`config.mk`:
```
export PLATFORM = sky130hd
export DESIGN_NAME = mmtd_back
export DESIGN_NICKNAME = d
export VERILOG_FILES = /design/src/rtl/mmtd_pkg.sv /design/src/rtl/mmtd_back.sv
export SDC_FILE = /design/constraint.sdc
export NUM_CORES = 1
export LEC_CHECK = 0
export ABC_AREA = 1
export BUFFER_PORTS_ARGS = -buffer_cell sky130_fd_sc_hd__buf_2
export CAP_MARGIN = 10
export CORE_MARGIN = 2
export CORE_UTILIZATION = 35
export CTS_CLUSTER_DIAMETER = 40
export CTS_CLUSTER_SIZE = 12
export DETAILED_ROUTE_END_ITERATION = 12
export PLACE_DENSITY = 0.82
export SLEW_MARGIN = 15
export SYNTH_ARGS = -nofsm -noshare
export SYNTH_HDL_FRONTEND = slang
export SYNTH_SLANG_ARGS = --single-unit
export TNS_END_PERCENT = 1
```
`constraint.sdc`:
```
create_clock -name clk_i -period 4.05 [get_ports clk_i]
set_input_delay 0.6075 -clock clk_i [delete_from_list [all_inputs] [get_ports clk_i]]
set_output_delay 0.6075 -clock clk_i [all_outputs]
set_load 0.02 [all_outputs]
```
`src/rtl/mmtd_pkg.sv`:
```
// Shared types, constants and bit-packing helpers for the MFM track decoder.
package mmtd_pkg;

  localparam int unsigned MaxWords  = 2048;
  localparam int unsigned IdxW      = $clog2(MaxWords);
  localparam int unsigned TwW       = 12;
  localparam int unsigned QDepth    = 2;
  localparam int unsigned QPtrW     = (QDepth > 1) ? $clog2(QDepth) : 1;
  localparam int unsigned QCntW     = $clog2(QDepth + 1);

  localparam logic [31:0]    MfmMask       = 32'h5555_5555;
  localparam logic [TwW-1:0] TwReset       = 12'd1500;
  localparam logic [31:0]    SyncReset     = 32'ha425_a425;
  localparam logic [31:0]    PadReset      = 32'h5554_5554;
  localparam logic [31:0]    SigReset      = 32'h5448_4242;

  // Configuration register indexes
  typedef enum logic [1:0] {
    REG_TRACK_WORDS = 2'd0,
    REG_SYNC        = 2'd1,
    REG_PAD         = 2'd2,
    REG_SIGNATURE   = 2'd3
  } reg_idx_e;

  // Decoder phase
  typedef enum logic [2:0] {
    PH_HUNT  = 3'd0,
    PH_PAD   = 3'd1,
    PH_SIG   = 3'd2,
    PH_LEN   = 3'd3,
    PH_CSUM  = 3'd4,
    PH_DODD  = 3'd5,
    PH_DEVEN = 3'd6
  } phase_e;

  // One decoded result beat
  typedef struct packed {
    logic [31:0]     data;
    logic [IdxW-1:0] index;
    logic            last;
    logic            ok;
  } res_t;

  // Keep the data bits (even positions) of a raw word
  function automatic logic [15:0] pack_bits(logic [31:0] raw);
    logic [15:0] v;
    v = '0;
    for (int i = 0; i < 16; i++) begin
      v[i] = raw[2*i];
    end
    return v;
  endfunction

  // Spread 16 stored bits back to the even positions
  function automatic logic [31:0] unpack_bits(logic [15:0] v);
    logic [31:0] r;
    r = '0;
    for (int i = 0; i < 16; i++) begin
      r[2*i] = v[i];
    end
    return r;
  endfunction

  function automatic logic [31:0] mfm_join(logic [31:0] odd, logic [31:0] even);
    return ((odd & MfmMask) << 1) | (even & MfmMask);
  endfunction

endpackage

```
`src/rtl/mmtd_back.sv`:
```
// Output stage: registers one result beat and holds it while the receiver stalls.
module mmtd_back
  import mmtd_pkg::*;
(
  input  logic clk_i,
  input  logic rst_ni,
  input  logic q_empty_i,
  input  res_t q_data_i,
  output logic q_pop_o,
  output logic out_valid_o,
  input  logic out_ready_i,
  output res_t out_data_o
);

  logic out_valid_q;
  res_t out_data_q;

  // Load a new beat when the register is free or being drained
  assign q_pop_o     = !q_empty_i && (!out_valid_q || out_ready_i);
  assign out_valid_o = out_valid_q;
  assign out_data_o  = out_data_q;

  always_ff @(posedge clk_i or negedge rst_ni) begin
    if (!rst_ni) begin
      out_valid_q <= 1'b0;
    end else if (q_pop_o) begin
      out_valid_q <= 1'b1;
    end else if (out_ready_i) begin
      out_valid_q <= 1'b0;
    end
  end

  always_ff @(posedge clk_i) begin
    if (q_pop_o) begin
      out_data_q <= q_data_i;
    end
  end

endmodule

```
==> results.cfg <==
[run_status]
status = complete, no violations

[pwr]
p_seq_share_pct = 61.9
p_switching_uw = 200.4
swShare_pct = 22.17
leakagePower_uw = 0.0008759
combPwrFrac_pct = 10.3
clkPwrFrac_pct = 27.8
internal_power_uw = 703.6
peakVddDrop_mv = 0.2216
cellPowerDensity_nw_per_um2 = 446.3

[global_routing]
grt_max_degree = 47
top_usage_layer = met2
met1_usage_pct = 10.25
grtUsageMet3_pct = 6.000
grt_pass1_wl_um = 3622
use_met2_pct = 20.42
grtUsageTotal_pct = 11.56
grt_pass1_vias = 891
overflow = 0
antenna_found_initial = 0

[timing]
fmax_ghz = 0.4513
setup_violations = 0
fin_crit_sh_pct = 54.71
rsz0062_at_grt = false
finalSetupTns_ns = 0
min_period_ns = 2.216
drv_slew = 0
finClkSkew_ns = 0.004351
relSlewSlack_pct = 63.08
tightest_slew_ns = 0.5539
hold_viol = 0

[die]
die_area_um2 = 4510
num_io_pins = 96
num_rows = 22
dieHeight_um = 67.16
die_w_um = 67.16
start_util_pct = 37.30
coreArea_um2 = 3744

[finish]
fin_nets = 202
seqCellArea_um2 = 1376
multi_input_area_um2 = 23.77
drive_above_1_share_pct = 67.97
area_growth_pct = 45.07
diodes = 0
fillers = 326
design_area_um2 = 2026
fin_util_pct = 54.11

[cts]
htree_levels = 2
cts_sinks = 46
cts_made_buffers = 5
cts-root-buf = clkbuf_8
tritoncts = built
cts_buffer_depth = 2
cts_resized = 0
clk_transition_reported_paths_ns = 0.08
postCtsSetupRepairBufs = 0
postCtsHoldBufs = 0
clk_latency_ns = 0.28

[drt]
wl_per_cell_um = 13.17
drt_iter0_markers = 43
wirelength_um = 2647
first_pass_iters = 2
antenna_left = 0
drcViolationCount = 0
vias = 869
viasPerCell = 4.323

[synth]
syn-num-nets = 99
ys_ff_latch = 46
synthCells = 50
synth_compound_area_share_pct = 0.6272
synth_area_um2 = 1396
synth_mux_area_share_pct = 0
yosysWarnings = 0
yosys.area_share.simple_pct = 0.5376
synth_top_family_by_area = compound AO/OA/AOI/OAI gates
synthDistinctLibCells = 5
synthXorXnorAreaFrac_pct = 0
synth-seq-area-share_pct = 98.57
syn_area_per_cell_um2 = 27.93
synthAdderAreaFrac_pct = 0

[placed_design]
place_area_um2 = 1947
gp_congestion = 0.6822
port_buffers = 95

[flow_run]
drv_cap = 0

[worst_setup_path]
cp-end-kind = output port
crit_arrival_ns = 1.61
critPathKind = flip-flop to output port
required_ns = 3.44
crit_fanout = 46
critPathLaunchType = flip-flop

[min_path]
hp-class = input pin to asynchronous set/reset pin
[area by class of cell]
type / count / share of cell area, %
inverters: 1 / 0.1853
clock buffers: 5 / 3.397
clock inverters: 2 / 0.4941
multi-input cells: 3 / 1.174
well taps: 48 / 2.965
repair buffers: 96 / 23.84
flip-flops and latches: 46 / 67.94
[kinds of logic after synthesis]
logic type / after synthesis
AOI/OAI and AO/OA: 1
buffers and inverters: 1
DFF: 46
and+or+nand+nor: 2
[worst max-delay path, stage by stage (launching register included)]
cell     delay [ns]
dfrtp_1        0.42
a21oi_4        0.15
buf_4          0.47
buf_2          0.27
[flip-flops by register name, indices dropped and copies added (netlist names)]
| register | cells |
|---|---|
| out_valid_o | 1 |
| out_data_o | 45 |
[final timing paths]
kind,end,cells past startpoint,slack (ns),startpoint
worst max-delay path,q_pop_o,3,1.83,out_valid_o
worst min-delay path,out_valid_o,1,0.08,rst_ni
worst max register to register,out_data_o[21],2,2.63,out_valid_o
worst min register to register,out_valid_o,2,0.58,out_valid_o
max in group asynchronous,out_valid_o,1,3.88,rst_ni
min in group clk_i,out_data_o[10],1,0.49,q_data_i[10]
[per-stage QoR]
| stage | hold WS (ns) | total power, uW | setup slack [ns] | std cells |
|---|---|---|---|---|
| floorplan | 0.3119 | 616.2 | 1.296 | 50 |
| global placement | 0.3816 | 662.5 | 1.865 | 194 |
| detailed placement | 0.3889 | 665.7 | 1.827 | 194 |
| CTS | 0.07315 | 915.3 | 1.805 | 201 |
| global route | 0.07243 | 940.7 | 1.734 | 201 |
| finish | 0.08190 | 904.0 | 1.834 | 201 |
[power groups by stage]
| stage | Clock (uW) | Combinational, uW | Sequential, uW |
|---|---|---|---|
| after CTS | 260 | 94.8 | 560 |
| after global routing | 278 | 100 | 562 |
| after detailed placement | 0 | 94.6 | 571 |
| final | 251 | 93.1 | 560 |
| after floorplan | 0 | 10.4 | 606 |
| after global placement | 0 | 92.6 | 570 |
[cell usage after synthesis]
master	n	area, um^2
edfxtp_1	45	1351
nand2_1	2	7.510
a21oi_2	1	8.760
dfrtp_1	1	25.02
inv_1	1	3.750
[cell usage in the layout, fill, tap and decap left out]
cell type / synthesis / layout
a21oi_4: 0 / 1
buf_2: 0 / 95
buf_4: 0 / 1
clkbuf_8: 0 / 5
clkinv_2: 0 / 2
dfrtp_1: 1 / 1
edfxtp_1: 45 / 45
inv_1: 1 / 1
nand2_1: 2 / 2
[per-layer routing]
layer  up-vias  wire, um  part of all wire, %
met5         -         0                    0
met4         0        35                  1.3
met3         7       364                   14
met2        60      1337                   51
met1       401       909                   34
li1        401         -                    -
No activity file was read; power rests on OpenSTA's default activity.
