==> config.mk <==
export PLATFORM = sky130hd
export DESIGN_NAME = mmtd_fifo
export DESIGN_NICKNAME = d
export VERILOG_FILES = /design/src/rtl/mmtd_pkg.sv /design/src/rtl/mmtd_fifo.sv
export SDC_FILE = /design/constraint.sdc
export NUM_CORES = 1
export LEC_CHECK = 0
export ABC_AREA = 1
export BUFFER_PORTS_ARGS = -buffer_cell sky130_fd_sc_hd__buf_2
export CELL_PAD_IN_SITES_DETAIL_PLACEMENT = 0
export CELL_PAD_IN_SITES_GLOBAL_PLACEMENT = 1
export CORE_AREA = 2 2 97 99
export DETAILED_ROUTE_END_ITERATION = 6
export DIE_AREA = 0 0 99 101
export GPL_TIMING_DRIVEN = 0
export PLACE_DENSITY_LB_ADDON = 0.15
export SLEW_MARGIN = 20
export SYNTH_ARGS = -nofsm -noshare
export SYNTH_HDL_FRONTEND = slang
export SYNTH_SLANG_ARGS = --single-unit
==> constraint.sdc <==
create_clock -name clk_i -period 3.4 [get_ports clk_i]
set_clock_uncertainty 0.15 [all_clocks]
set_input_delay 0 -clock clk_i [delete_from_list [all_inputs] [get_ports clk_i]]
set_output_delay 0 -clock clk_i [all_outputs]
set_load 0.02 [all_outputs]
==> src/rtl/mmtd_pkg.sv <==
// Shared types, constants and bit-packing helpers for the MFM track decoder.
package mmtd_pkg;

  localparam int unsigned MaxWords  = 2048;
  localparam int unsigned IdxW      = $clog2(MaxWords);
  localparam int unsigned TwW       = 12;
  localparam int unsigned QDepth    = 2;
  localparam int unsigned QPtrW     = (QDepth > 1) ? $clog2(QDepth) : 1;
  localparam int unsigned QCntW     = $clog2(QDepth + 1);

  localparam logic [31:0]    MfmMask       = 32'h5555_5555;
  localparam logic [TwW-1:0] TwReset       = 12'd1500;
  localparam logic [31:0]    SyncReset     = 32'ha425_a425;
  localparam logic [31:0]    PadReset      = 32'h5554_5554;
  localparam logic [31:0]    SigReset      = 32'h5448_4242;

  // Configuration register indexes
  typedef enum logic [1:0] {
    REG_TRACK_WORDS = 2'd0,
    REG_SYNC        = 2'd1,
    REG_PAD         = 2'd2,
    REG_SIGNATURE   = 2'd3
  } reg_idx_e;

  // Decoder phase
  typedef enum logic [2:0] {
    PH_HUNT  = 3'd0,
    PH_PAD   = 3'd1,
    PH_SIG   = 3'd2,
    PH_LEN   = 3'd3,
    PH_CSUM  = 3'd4,
    PH_DODD  = 3'd5,
    PH_DEVEN = 3'd6
  } phase_e;

  // One decoded result beat
  typedef struct packed {
    logic [31:0]     data;
    logic [IdxW-1:0] index;
    logic            last;
    logic            ok;
  } res_t;

  // Keep the data bits (even positions) of a raw word
  function automatic logic [15:0] pack_bits(logic [31:0] raw);
    logic [15:0] v;
    v = '0;
    for (int i = 0; i < 16; i++) begin
      v[i] = raw[2*i];
    end
    return v;
  endfunction

  // Spread 16 stored bits back to the even positions
  function automatic logic [31:0] unpack_bits(logic [15:0] v);
    logic [31:0] r;
    r = '0;
    for (int i = 0; i < 16; i++) begin
      r[2*i] = v[i];
    end
    return r;
  endfunction

  function automatic logic [31:0] mfm_join(logic [31:0] odd, logic [31:0] even);
    return ((odd & MfmMask) << 1) | (even & MfmMask);
  endfunction

endpackage

==> src/rtl/mmtd_fifo.sv <==
// Short result queue between the decoder front end and the output stage.
module mmtd_fifo
  import mmtd_pkg::*;
(
  input  logic clk_i,
  input  logic rst_ni,
  input  logic push_i,
  input  res_t push_data_i,
  input  logic pop_i,
  output res_t pop_data_o,
  output logic empty_o,
  output logic full_o
);

  res_t             entry_q [QDepth];
  logic [QPtrW-1:0] wr_ptr_q, rd_ptr_q;
  logic [QCntW-1:0] count_q;

  assign empty_o    = (count_q == '0);
  assign full_o     = (count_q == QCntW'(QDepth));
  assign pop_data_o = entry_q[rd_ptr_q];

  // Advance pointers and count
  always_ff @(posedge clk_i or negedge rst_ni) begin
    if (!rst_ni) begin
      wr_ptr_q <= '0;
      rd_ptr_q <= '0;
      count_q  <= '0;
    end else begin
      if (push_i) begin
        wr_ptr_q <= (wr_ptr_q == QPtrW'(QDepth - 1)) ? '0 : wr_ptr_q + QPtrW'(1);
      end
      if (pop_i) begin
        rd_ptr_q <= (rd_ptr_q == QPtrW'(QDepth - 1)) ? '0 : rd_ptr_q + QPtrW'(1);
      end
      case ({push_i, pop_i})
        2'b10:   count_q <= count_q + QCntW'(1);
        2'b01:   count_q <= count_q - QCntW'(1);
        default: count_q <= count_q;
      endcase
    end
  end

  // Hold entry payload
  always_ff @(posedge clk_i) begin
    if (push_i) begin
      entry_q[wr_ptr_q] <= push_data_i;
    end
  end

endmodule

==> reports/summary.txt <==
DP Wirelength: 4220 um
simple-gate share of the synthesized area: 0.0587
share of the synthesized area in the top cell type: 0.755
Critical Path End: entry_q[0][30]$_DFFE_PP_
FF-to-FF Start: wr_ptr_q$_DFFE_PN0P_
TritonRoute pass-1 iters: 4
cell area after synthesis: 3580 um2
most frequent cell after synthesis: edfxtp_1
Synth area leader: edfxtp_1
DP Cell Count: 467
Clk Latency, worst-skew pair: 350 ps
clk root buf: clkbuf_8
CTS clk-pin slew, worst paths: 90 ps
Core Region: 8980 um2
share of the yosys chip area belonging to registers: 0.783
Post-synth EDFFs: 90
drt initial violations: 196
total CTS buffers: 9
Post-CTS Setup Bufs: 0
Tcrit/Tclk final: 0.515
post_cts resized: 0
Worst Max-Slew Pin Slew: 726 ps
post-layout util: 0.551
synthesized instance count: 259
Final Cell Area: 4940 um2
Critical Path Fanout Max: 23
status: completed
pin count of the biggest net entering global routing: 25
layout cells sized above 1: 0.293
Reg2Reg Capture Point: entry_q[0][30]$_DFFE_PP_
number of diodes: 0
setup TNS: 0 ps
Hold WC Path Type: in2reg
Post-Synth Adder-Cell Area: 0.00349
routability cong.: 0.656
die footprint: 10000 um2
max cap viols: 0
residual DRC count: 0
CP startpoint: wr_ptr_q$_DFFE_PN0P_
Final nets: 466
unique cell type count in the Yosys netlist: 12
#FFs+latches synth: 94
Synth Area in Compound Gates: 0.0629
pwr dens: 784 nW/um2
die height: 101 um
Max Clk Rate: 571 MHz
WL/cell: 12.4 um
crit path launch type: register
initial antenna violation count: 0
TritonCTS clock tree: done
leak pwr: 2.14 nW
DP Area: 4240 um2
PortBufs: 95
Clock Path Buffers: 2
async set or reset register ratio after synthesis: 0.0426
Ports: 96
Slew headroom: 0.515
syn_nets: 309
CP endpoint kind: register
largest cells by area after synthesis: edfxtp_1 75%, o21ai_1 6.3%, inv_1 5.3%
die width: 99 um
syn avg cell area: 13.8 um2
required time worst endpoint: 3300 ps
drt via density: 4.33
Peak VDD IR: 0.000403 V
Final ANT Viol Nets: 0
Synth Warn #: 0
largest family of logic cells by synthesized area: buffers and inverters
Post-synth top cells: 90 x edfxtp_1, 51 x inv_1, 50 x nand2_1
Detailed Route WL: 6600 um
critical path class: reg2reg
gr ovfl total: 0
Total Routing Usage GR: 0.139
Vias: 2297
final worst path period need: 1750 ps
row cnt: 35
CTS sink count: 94
Worst EP arrival: 1650 ps
H-tree levels: 3
Final Hold Vio Count: 0
Synth-to-Final Area Change: 38.1%
Post-Synth XOR/XNOR Area: 0.00734
multiplexer area fraction after synthesis: 0
Setup violations, final: 0
final max-slew violation count: 0
Worst R2R Setup Slack: 1650 ps
vias in the first global route: 2182
RSZ-0062 raised after global routing: false
post-route insts no fill: 531
first-pass GRT wire length: 10400 um
top_reg_cell synth: edfxtp_1
Register-to-Register Path Depth: 2
Initial Util: 0.399
critical path, cell delays in order (launching register included):
cell     delay, ps
dfrtp_1        430
nor2_4         600
buf_12         270
kinds of logic (layout without fill, tap and decap cells):
logic type	count (synthesis)	count (layout)
adder cells (fa/ha/maj)	1	1
XOR/XNOR	3	3
AND/OR/NAND/NOR	55	55
flip-flops	94	94
AO/OA/AOI/OAI	45	45
buffers and inverters	61	222
flip-flops by register name, indices dropped and copies added (netlist names):
| signal | flops |
|---|---|
| rd_ptr_q | 1 |
| entry_q | 90 |
| count_q | 2 |
| wr_ptr_q | 1 |
timing repair:
action,4_1_cts,5_1_grt
hold buffers,49,0
setup endpoints to repair,0,0
hold endpoints to repair,98,0
layer usage:
layer / routed length (um) / GRT usage / vias to the layer above
met5: 0 / 0 / -
met3: 275 / 0.0257 / 12
met4: 161 / 0.0790 / 0
met2: 3330 / 0.233 / 60
li1: - / - / 1179
met1: 2830 / 0.171 / 1046
stage by stage:
| step | hold WS [ps] | total power, mW | worst slack [ps] |
|---|---|---|---|
| 6_report | 213 | 3.88 | 1650 |
| 5_1_grt | 195 | 4.12 | 1550 |
| 4_1_cts | 193 | 3.93 | 1590 |
| 3_5_place_dp | -339 | 3.11 | 1600 |
| 3_3_place_gp | -338 | 3.08 | -767 |
| 2_1_floorplan | -446 | 2.59 | 500 |
worst min-delay path by stage:
stage                    start                        to  slack, ps  cells after the start
6_report       push_data_i[13]  entry_q[1][13]$_DFFE_PP_        210                      2
5_1_grt        push_data_i[13]  entry_q[0][13]$_DFFE_PP_        190                      2
4_1_cts        push_data_i[43]  entry_q[0][43]$_DFFE_PP_        190                      2
3_5_place_dp            rst_ni    count_q[1]$_DFFE_PN0P_       -340                      1
3_3_place_gp            rst_ni    count_q[1]$_DFFE_PN0P_       -340                      1
2_1_floorplan           rst_ni    count_q[0]$_DFFE_PN0P_       -450                      0
power breakdown:
group / switching [mW] / internal (mW) / total [mW] / leakage, nW
Clock: 0.371 / 0.410 / 0.781 / 0.107
Sequential: 0.0638 / 1.54 / 1.60 / 0.892
Combinational: 0.963 / 0.530 / 1.49 / 1.14
cells in the final DEF, fill, tap and decap left out, types with 2 or more instances in the layout:
cell	Yosys	final
buf_6	10	10
dfrtp_1	4	4
edfxtp_1	90	90
dlygate4sd3_1	0	49
nor2_1	3	2
nand2_1	50	50
buf_2	0	95
inv_1	51	50
xor2_1	2	2
clkbuf_8	0	9
bufinv_16	0	2
o21ai_1	45	45
buf_12	0	2
final cells by class:
| type | instances | area [um2] |
|---|---|---|
| Buffer | 10 | 113 |
| Clock buffer | 9 | 124 |
| Clock inverter | 6 | 86.3 |
| Fill cell | 776 | 4030 |
| Inverter | 51 | 191 |
| Multi-Input combinational cell | 104 | 482 |
| Sequential cell | 94 | 2800 |
| Tap cell | 111 | 139 |
| Timing Repair Buffer | 146 | 1010 |
Note: power is estimated with default switching activity, not from simulation.
